--- src/design/rghc_pkg.sv ---
// Shared types and constants for the RGB gain / hue-preserving clamp block.
package rghc_pkg;

  localparam int CHAN_W      = 8;
  localparam int GAIN_W      = 12;
  localparam int FRAC_BITS   = 4;
  localparam int NUM_CH      = 3;
  localparam int CHAN_MAX    = 255;
  localparam int CLAMP_LIMIT = CHAN_MAX << FRAC_BITS;   // 255.0 in Q.4
  localparam int PROD_W      = CHAN_W + GAIN_W;         // channel * gain
  localparam int DIVIDEND_W  = 2 * CHAN_W;              // channel * 255
  localparam int DIV_STAGES  = CHAN_W;                  // one quotient bit per stage

  localparam logic [GAIN_W-1:0] GAIN_RESET = GAIN_W'(160);

  // queue depth must be a power of two (pointers wrap naturally)
  localparam int QUEUE_DEPTH = 4;
  localparam int QUEUE_AW    = $clog2(QUEUE_DEPTH);
  localparam int QUEUE_CW    = $clog2(QUEUE_DEPTH + 1);

  localparam int CH_RED   = 0;
  localparam int CH_GREEN = 1;
  localparam int CH_BLUE  = 2;

  typedef logic [CHAN_W-1:0] chan_t;

  // classified pixel, front -> queue -> back
  typedef struct packed {
    logic                    last;
    logic                    clamp;
    chan_t                   maxc;
    chan_t [NUM_CH-1:0]      chan;
  } rghc_item_t;

  // queue status seen by the back end
  typedef struct packed {
    logic full;
    logic empty;
  } rghc_q_status_t;

  // payload of one divider pipeline stage
  typedef struct packed {
    logic                                 last;
    logic                                 clamp;
    chan_t                                maxc;
    logic [NUM_CH-1:0][DIVIDEND_W-1:0]    rem;
    chan_t [NUM_CH-1:0]                   quo;
    chan_t [NUM_CH-1:0]                   nrm;
  } rghc_div_t;

endpackage

--- src/design/rghc_front.sv ---
// Front end: gain register, max-channel search and clamp classification.
module rghc_front (
  input  logic                          clk,
  input  logic                          rst_n,
  input  logic                          cfg_valid,
  input  logic [rghc_pkg::GAIN_W-1:0]   cfg_gain,
  input  rghc_pkg::chan_t               red,
  input  rghc_pkg::chan_t               green,
  input  rghc_pkg::chan_t               blue,
  input  logic                          last,
  output rghc_pkg::rghc_item_t          item,
  output logic [rghc_pkg::GAIN_W-1:0]   gain
);
  import rghc_pkg::*;

  logic [GAIN_W-1:0] gain_r;
  logic [GAIN_W-1:0] gain_nxt;
  chan_t             maxc;
  logic [PROD_W-1:0] prod;

  always_comb begin
    gain_nxt = gain_r;
    if (cfg_valid) begin
      gain_nxt = cfg_gain;
    end
  end

  always_ff @(posedge clk) begin
    if (!rst_n) begin
      gain_r <= GAIN_RESET;
    end else begin
      gain_r <= gain_nxt;
    end
  end

  always_comb begin
    maxc = red;
    if (green > maxc) begin
      maxc = green;
    end
    if (blue > maxc) begin
      maxc = blue;
    end
    prod = PROD_W'(maxc) * PROD_W'(gain_r);
  end

  always_comb begin
    item.chan[CH_RED]   = red;
    item.chan[CH_GREEN] = green;
    item.chan[CH_BLUE]  = blue;
    item.maxc           = maxc;
    item.last           = last;
    item.clamp          = (prod > PROD_W'(CLAMP_LIMIT));
  end

  assign gain = gain_r;

endmodule

--- src/design/rghc_queue.sv ---
// Small FIFO that decouples the classifying front end from the divider back end.
module rghc_queue (
  input  logic                    clk,
  input  logic                    rst_n,
  input  logic                    push,
  input  rghc_pkg::rghc_item_t    push_item,
  input  logic                    pop,
  output rghc_pkg::rghc_item_t    pop_item,
  output rghc_pkg::rghc_q_status_t status
);
  import rghc_pkg::*;

  rghc_item_t          mem_r [QUEUE_DEPTH];
  logic [QUEUE_AW-1:0] wr_ptr_r;
  logic [QUEUE_AW-1:0] wr_ptr_nxt;
  logic [QUEUE_AW-1:0] rd_ptr_r;
  logic [QUEUE_AW-1:0] rd_ptr_nxt;
  logic [QUEUE_CW-1:0] cnt_r;
  logic [QUEUE_CW-1:0] cnt_nxt;
  logic                do_push;
  logic                do_pop;

  assign status.full  = (cnt_r == QUEUE_CW'(QUEUE_DEPTH));
  assign status.empty = (cnt_r == '0);
  assign do_push      = push && !status.full;
  assign do_pop       = pop && !status.empty;
  assign pop_item     = mem_r[rd_ptr_r];

  always_comb begin
    wr_ptr_nxt = wr_ptr_r;
    rd_ptr_nxt = rd_ptr_r;
    cnt_nxt    = cnt_r;
    if (do_push) begin
      wr_ptr_nxt = QUEUE_AW'(wr_ptr_r + 1'b1);
    end
    if (do_pop) begin
      rd_ptr_nxt = QUEUE_AW'(rd_ptr_r + 1'b1);
    end
    if (do_push && !do_pop) begin
      cnt_nxt = QUEUE_CW'(cnt_r + 1'b1);
    end else if (!do_push && do_pop) begin
      cnt_nxt = QUEUE_CW'(cnt_r - 1'b1);
    end
  end

  always_ff @(posedge clk) begin
    if (!rst_n) begin
      wr_ptr_r <= '0;
      rd_ptr_r <= '0;
      cnt_r    <= '0;
    end else begin
      wr_ptr_r <= wr_ptr_nxt;
      rd_ptr_r <= rd_ptr_nxt;
      cnt_r    <= cnt_nxt;
    end
  end

  always_ff @(posedge clk) begin
    if (do_push) begin
      mem_r[wr_ptr_r] <= push_item;
    end
  end

`ifndef SYNTHESIS
  a_cnt_bound: assert property (@(posedge clk) disable iff (!rst_n)
    cnt_r <= QUEUE_CW'(QUEUE_DEPTH))
    else $error("queue count above depth");

  a_cnt_inc: assert property (@(posedge clk) disable iff (!rst_n)
    (do_push && !do_pop) |=> (cnt_r == QUEUE_CW'($past(cnt_r) + 1'b1)))
    else $error("queue count did not grow on push");

  a_ptr_gap: assert property (@(posedge clk) disable iff (!rst_n)
    QUEUE_AW'(wr_ptr_r - rd_ptr_r) == QUEUE_AW'(cnt_r))
    else $error("queue pointers disagree with count");
`endif

endmodule

--- src/design/rghc_back.sv ---
// Back end: gain multiply and restoring-division pipeline, result select, output register.
module rghc_back (
  input  logic                          clk,
  input  logic                          rst_n,
  input  logic [rghc_pkg::GAIN_W-1:0]   gain,
  input  rghc_pkg::rghc_q_status_t      q_status,
  input  rghc_pkg::rghc_item_t          q_item,
  output logic                          q_pop,
  output logic                          out_valid,
  input  logic                          out_stall,
  output rghc_pkg::chan_t [rghc_pkg::NUM_CH-1:0] out_chan,
  output logic                          out_last
);
  import rghc_pkg::*;

  rghc_div_t          st_r   [DIV_STAGES+1];
  rghc_div_t          st_nxt [DIV_STAGES+1];
  logic [DIV_STAGES:0] vld_r;
  logic [DIV_STAGES:0] vld_nxt;
  logic               out_valid_r;
  logic               out_valid_nxt;
  chan_t [NUM_CH-1:0] out_chan_r;
  logic               out_last_r;
  logic               en;

  // whole pipeline moves unless a finished result is held by the receiver
  assign en    = !out_valid_r || !out_stall;
  assign q_pop = en && !q_status.empty;

  always_comb begin
    logic [PROD_W-1:0]     prod;
    logic [DIVIDEND_W-1:0] dsr;
    st_nxt[0].last  = q_item.last;
    st_nxt[0].clamp = q_item.clamp;
    st_nxt[0].maxc  = q_item.maxc;
    st_nxt[0].quo   = '0;
    for (int j = 0; j < NUM_CH; j++) begin
      prod = PROD_W'(q_item.chan[j]) * PROD_W'(gain);
      st_nxt[0].nrm[j] = prod[FRAC_BITS +: CHAN_W];
      // c*255 = c*256 - c
      st_nxt[0].rem[j] = (DIVIDEND_W'(q_item.chan[j]) << CHAN_W) - DIVIDEND_W'(q_item.chan[j]);
    end
    // stage k resolves quotient bit DIV_STAGES-k
    for (int k = 1; k <= DIV_STAGES; k++) begin
      st_nxt[k] = st_r[k-1];
      for (int j = 0; j < NUM_CH; j++) begin
        dsr = DIVIDEND_W'(st_r[k-1].maxc) << (DIV_STAGES - k);
        if (st_r[k-1].rem[j] >= dsr) begin
          st_nxt[k].rem[j]                  = st_r[k-1].rem[j] - dsr;
          st_nxt[k].quo[j][DIV_STAGES - k]  = 1'b1;
        end
      end
    end
  end

  always_comb begin
    vld_nxt       = vld_r;
    out_valid_nxt = out_valid_r;
    if (en) begin
      vld_nxt       = {vld_r[DIV_STAGES-1:0], q_pop};
      out_valid_nxt = vld_r[DIV_STAGES];
    end
  end

  always_ff @(posedge clk) begin
    if (!rst_n) begin
      vld_r       <= '0;
      out_valid_r <= 1'b0;
    end else begin
      vld_r       <= vld_nxt;
      out_valid_r <= out_valid_nxt;
    end
  end

  always_ff @(posedge clk) begin
    if (en) begin
      for (int k = 0; k <= DIV_STAGES; k++) begin
        st_r[k] <= st_nxt[k];
      end
      out_chan_r <= st_r[DIV_STAGES].clamp ? st_r[DIV_STAGES].quo : st_r[DIV_STAGES].nrm;
      out_last_r <= st_r[DIV_STAGES].last;
    end
  end

  assign out_valid = out_valid_r;
  assign out_chan  = out_chan_r;
  assign out_last  = out_last_r;

`ifndef SYNTHESIS
  a_clamp_peak: assert property (@(posedge clk) disable iff (!rst_n)
    (vld_r[DIV_STAGES] && st_r[DIV_STAGES].clamp) |->
      (st_r[DIV_STAGES].quo[CH_RED] == chan_t'(CHAN_MAX) ||
       st_r[DIV_STAGES].quo[CH_GREEN] == chan_t'(CHAN_MAX) ||
       st_r[DIV_STAGES].quo[CH_BLUE] == chan_t'(CHAN_MAX)))
    else $error("clamped pixel lost its 255 peak");

  a_rem_small: assert property (@(posedge clk) disable iff (!rst_n)
    (vld_r[DIV_STAGES] && st_r[DIV_STAGES].clamp) |->
      (st_r[DIV_STAGES].rem[CH_RED] < DIVIDEND_W'(st_r[DIV_STAGES].maxc) &&
       st_r[DIV_STAGES].rem[CH_GREEN] < DIVIDEND_W'(st_r[DIV_STAGES].maxc) &&
       st_r[DIV_STAGES].rem[CH_BLUE] < DIVIDEND_W'(st_r[DIV_STAGES].maxc)))
    else $error("division remainder not below divisor");

  a_frozen: assert property (@(posedge clk) disable iff (!rst_n)
    !en |=> $stable(vld_r))
    else $error("pipeline moved while output held");
`endif

endmodule

--- src/design/rgb_gain_hue_preserving_clamp_core.sv ---
// Top level of the RGB brightness gain with hue-preserving clamp.
//
// Usage:
//  - Input channel (in_valid / in_stall): one RGB pixel per transaction, taken at
//    a rising edge with in_valid high and in_stall low. in_stall rises only when
//    the internal four-entry queue is full.
//  - Output channel (out_valid / out_stall): one result per input, in order.
//    A stalled result holds its data until out_stall drops.
//  - Config channel (cfg_valid / cfg_ready): writes the 12-bit Q8.4 gain;
//    cfg_ready is always high. Write only while no pixel is in flight.
//  - Path from input acceptance to out_valid: queue, multiply stage, eight
//    restoring-division stages, output register.
//  - Throughput: one pixel per cycle while out_stall does not hold a result; the
//    division is pipelined one quotient bit per stage, so the eight-stage divider sets the latency, not the rate.
//  - When out_stall is high with a result pending, the whole back pipeline
//    freezes; the queue keeps absorbing up to four pixels before in_stall.
//  - Synchronous active-low reset empties the queue and pipeline and loads
//    the gain with 10.0 (160).
module rgb_gain_hue_preserving_clamp_core (
  input  logic        clk,
  input  logic        rst_n,
  input  logic        cfg_valid,
  output logic        cfg_ready,
  input  logic [11:0] cfg_gain,
  input  logic        in_valid,
  output logic        in_stall,
  input  logic [7:0]  in_red_in,
  input  logic [7:0]  in_green_in,
  input  logic [7:0]  in_blue_in,
  input  logic        in_last_in,
  output logic        out_valid,
  input  logic        out_stall,
  output logic [7:0]  out_red_out,
  output logic [7:0]  out_green_out,
  output logic [7:0]  out_blue_out,
  output logic        out_last_out
);
  import rghc_pkg::*;

  rghc_item_t         fr_item;
  rghc_item_t         q_item;
  rghc_q_status_t     q_status;
  logic [GAIN_W-1:0]  gain;
  logic               q_pop;
  chan_t [NUM_CH-1:0] out_chan;

  assign cfg_ready = 1'b1;
  // queue full is the only reason to hold off the source
  assign in_stall  = q_status.full;

  rghc_front u_front (
    .clk       (clk),
    .rst_n     (rst_n),
    .cfg_valid (cfg_valid && cfg_ready),
    .cfg_gain  (cfg_gain),
    .red       (in_red_in),
    .green     (in_green_in),
    .blue      (in_blue_in),
    .last      (in_last_in),
    .item      (fr_item),
    .gain      (gain)
  );

  rghc_queue u_queue (
    .clk       (clk),
    .rst_n     (rst_n),
    .push      (in_valid && !in_stall),
    .push_item (fr_item),
    .pop       (q_pop),
    .pop_item  (q_item),
    .status    (q_status)
  );

  rghc_back u_back (
    .clk       (clk),
    .rst_n     (rst_n),
    .gain      (gain),
    .q_status  (q_status),
    .q_item    (q_item),
    .q_pop     (q_pop),
    .out_valid (out_valid),
    .out_stall (out_stall),
    .out_chan  (out_chan),
    .out_last  (out_last_out)
  );

  assign out_red_out   = out_chan[CH_RED];
  assign out_green_out = out_chan[CH_GREEN];
  assign out_blue_out  = out_chan[CH_BLUE];

endmodule

--- config.mk ---
export PLATFORM = sky130hd
export DESIGN_NAME = rgb_gain_hue_preserving_clamp_core
export DESIGN_NICKNAME = d
export VERILOG_FILES = /design/src/design/rghc_pkg.sv /design/src/design/rghc_front.sv /design/src/design/rghc_queue.sv /design/src/design/rghc_back.sv /design/src/design/rgb_gain_hue_preserving_clamp_core.sv
export SDC_FILE = /design/constraint.sdc
export NUM_CORES = 2
export LEC_CHECK = 0
export ABC_CLOCK_PERIOD_IN_PS = 46700
export BUFFER_PORTS_ARGS = -buffer_cell sky130_fd_sc_hd__clkbuf_2
export CAP_MARGIN = 20
export CORE_UTILIZATION = 57
export CTS_CLUSTER_SIZE = 24
export DETAILED_ROUTE_END_ITERATION = 6
export PLACE_DENSITY = 0.78
export SYNTH_ARGS = -nofsm -noshare
export SYNTH_HDL_FRONTEND = slang
export SYNTH_SLANG_ARGS = --single-unit
--- constraint.sdc ---
create_clock -name clk -period 46.7 [get_ports clk]
set_input_delay 7.005 -clock clk [delete_from_list [all_inputs] [get_ports clk]]
set_output_delay 7.005 -clock clk [all_outputs]
set_load 0.005 [all_outputs]
==> flow_summary.yaml <==
clock_network:
  ctsHoldBuffers: 0
  cts_num_sinks: 982
  postCtsSetupBuffers: 0
  htreeDepth: 3
  clock_tree.root_cell: "clkbuf_16"
  clk_pin_slew_ns: 0.06
  ctsResizeCount: 0
  cts-buffers-inserted: 95
  clock_path_buffers: 3
  clock_latency_ns: 0.70
  cts_tree: "done"
placed_design:
  gp_congestion: 0.939
  placed_area_mm2: 0.0536
  post-place-cells: 5174
  dpl.hpwl_um: 69700
  port_buffers: 68
global_routing:
  antenna_found_initial: 0
  grt_max_degree: 201
  grt_pass1_vias: 30696
  grt_use_total_pct: 21.9
  grt.overflow.total: 0
  grt_pass1_wl_um: 160000
logic_synthesis:
  ys.warnings.count: 0
  synth_edf_count: 951
  synth_nets: 4539
  synthFlopType: "edfxtp_1"
  synth_cells: 4000
  synth_seq_area_share_pct: 56.2
  avgSynthCellArea_um2: 13.0
  synth_cell_types: 81
  ys_seq_elements: 982
  synth.cell_area_mm2: 0.0519
  async_flop_share_pct: 0
sta:
  rsz0062_at_grt: "false"
  hold_violations: 0
  min_period_ns: 15.69
  timing.final.crit_share_pct: 33.6
  max_slew_margin_pct: 25.3
  setup_tns_ns: 0
  skew_ns: 0.0517
  finalMaxSlewViolations: 0
  finalSetupViolations: 0
  fmax_mhz: 63.7
  worst_slew_pin_slew_ns: 1.12
critical_path:
  critPathKind: "input pin to flip-flop"
  start_kind: "input pin"
  endpoint_kind: "flip-flop"
  crit_slowest_cell: "o31ai_2"
  required_ns: 47.07
  arrival_ns: 16.06
  cpPeakStageDelay_ns: 0.74
  crit_fanout: 17
flow_run:
  maxCapViolations: 0
route:
  dr.first_iter.drc_count: 1958
  avgViaCountPerCell: 5.61
  wl_um: 99800
  ant_nets: 0
  wl_per_cell_um: 18.6
  drc: 0
  dr.pass1.iters: 6
  via_count: 30057
finish:
  nets: 4639
  final.fill_count: 6541
  area_growth_pct: 9.58
  seq_area_mm2: 0.0292
  multi_input_area_mm2: 0.0209
  drive_gt1_share_pct: 9.30
  layout.cells.non_filler: 5358
  antenna_cells: 0
  final_common_cell: "edfxtp_1"
  mostFrequentLayoutCells: "edfxtp_1, inv_1, ha_1"
  final_area_mm2: 0.0569
floorplan:
  core_mm2: 0.0901
  initial_core_util_pct: 57.6
  die_h_um: 304
  rows: 110
  top_level_ports: 70
  die_w_um: 304
  die_area_mm2: 0.0922
outcome:
  status: "complete, no violations"
min_path:
  hold_path_class: "flip-flop to flip-flop"
power_and_ir_drop:
  vdd_drop_max_v: 0.0000459
  p_leak_nw: 22.4
  power.density_mw_per_mm2: 83.5
## layer usage
layer | track usage (%) | part of all wire (%) | vias to the layer above
met2 | 40.4 | 52 | 744
met4 | 9.15 | 4.2 | 0
met1 | 25.4 | 40 | 14585
met3 | 3.03 | 3.8 | 227
li1 | - | - | 14501
met5 | 0 | 0 | -
## path summary, 6_finish.rpt
check / from / to / slack [ns] / cells past startpoint
worst max register to register: u_front.gain[6] / u_queue.mem_r[0][32] / 40.67 / 16
worst min register to register: u_back.st_r[5][43] / u_back.st_r[6][43] / 0.38 / 0
worst max-delay path: in_red_in[3] / u_queue.mem_r[0][32] / 31.01 / 33
worst min-delay path: u_back.st_r[5][43] / u_back.st_r[6][43] / 0.38 / 0
## synthesized netlist by cell type, types with 41 or more instances
master | number | share of area (%)
a21o_1 | 51 | 0.74
mux2i_1 | 45 | 0.87
nor4_1 | 41 | 0.49
nand2b_1 | 47 | 0.57
mux2_2 | 58 | 1.3
ha_1 | 307 | 7.4
fa_1 | 190 | 7.3
xor2_1 | 99 | 1.7
nor3_1 | 76 | 0.73
nor2_1 | 199 | 1.4
xnor2_1 | 142 | 2.4
nor2b_1 | 104 | 1.3
edfxtp_1 | 951 | 55
and2_1 | 173 | 2.1
o21ai_0 | 166 | 1.6
a21oi_1 | 166 | 1.6
clkbuf_1 | 78 | 0.56
nand2_1 | 285 | 2.1
inv_1 | 366 | 2.6
## power by group
| part | leakage (nW) | internal [W] | switching [W] |
|---|---|---|---|
| registers | 9.91 | 0.00155 | 0.000199 |
| logic | 10.9 | 0.000975 | 0.00124 |
| clock network | 1.55 | 0.000445 | 0.000334 |
## sequential cells by signal (all words and copies together), names as in the netlist, named ones only
register / flops
u_back.st_r: 790
u_queue.mem_r: 136
u_back.out_chan: 24
u_front.gain: 12
u_back.vld_r: 9
u_queue.cnt_r: 3
u_queue.rd_ptr_r: 2
u_queue.wr_ptr_r: 2
u_back.out_last: 1
u_back.out_valid: 1
## area by class of cell
class	count	share of cell area [%]
Clock buffer	111	4.29
Multi-Input combinational cell	2547	36.8
Inverter	367	2.44
Clock inverter	68	1.39
Timing Repair Buffer	107	1.21
Sequential cell	982	51.3
Tap cell	1176	2.59
## logic make-up after synthesis
| logic type | synth area share, % |
|---|---|
| flops | 56.2 |
| compound gates | 7.04 |
| fa+ha+maj | 14.7 |
| simple gates | 11.0 |
| mux | 3.39 |
| buf+inv | 3.48 |
| xor+xnor | 4.15 |
| other cells | 0.00723 |
## through the flow
step	total power [W]	utilization (%)	hold WS, ns	worst slack [ns]
finish	0.00475	63.1	0.383	31.01
global route	0.00510	63.1	0.394	30.50
CTS	0.00476	63.0	0.380	31.08
detailed placement	0.00394	59.4	0.405	30.41
global placement	0.00386	59.4	0.400	30.62
floorplan	0.00339	-	0.400	17.94
## critical path, delay by kind of cell
kind | cells | cell delay (ns)
AOI/OAI and AO/OA | 12 | 3.26
muxes | 1 | 0.36
buffers and inverters | 6 | 0.62
and+or+nand+nor | 7 | 1.80
adders and majority gates | 7 | 2.98
No activity file was read; power rests on OpenSTA's default activity.
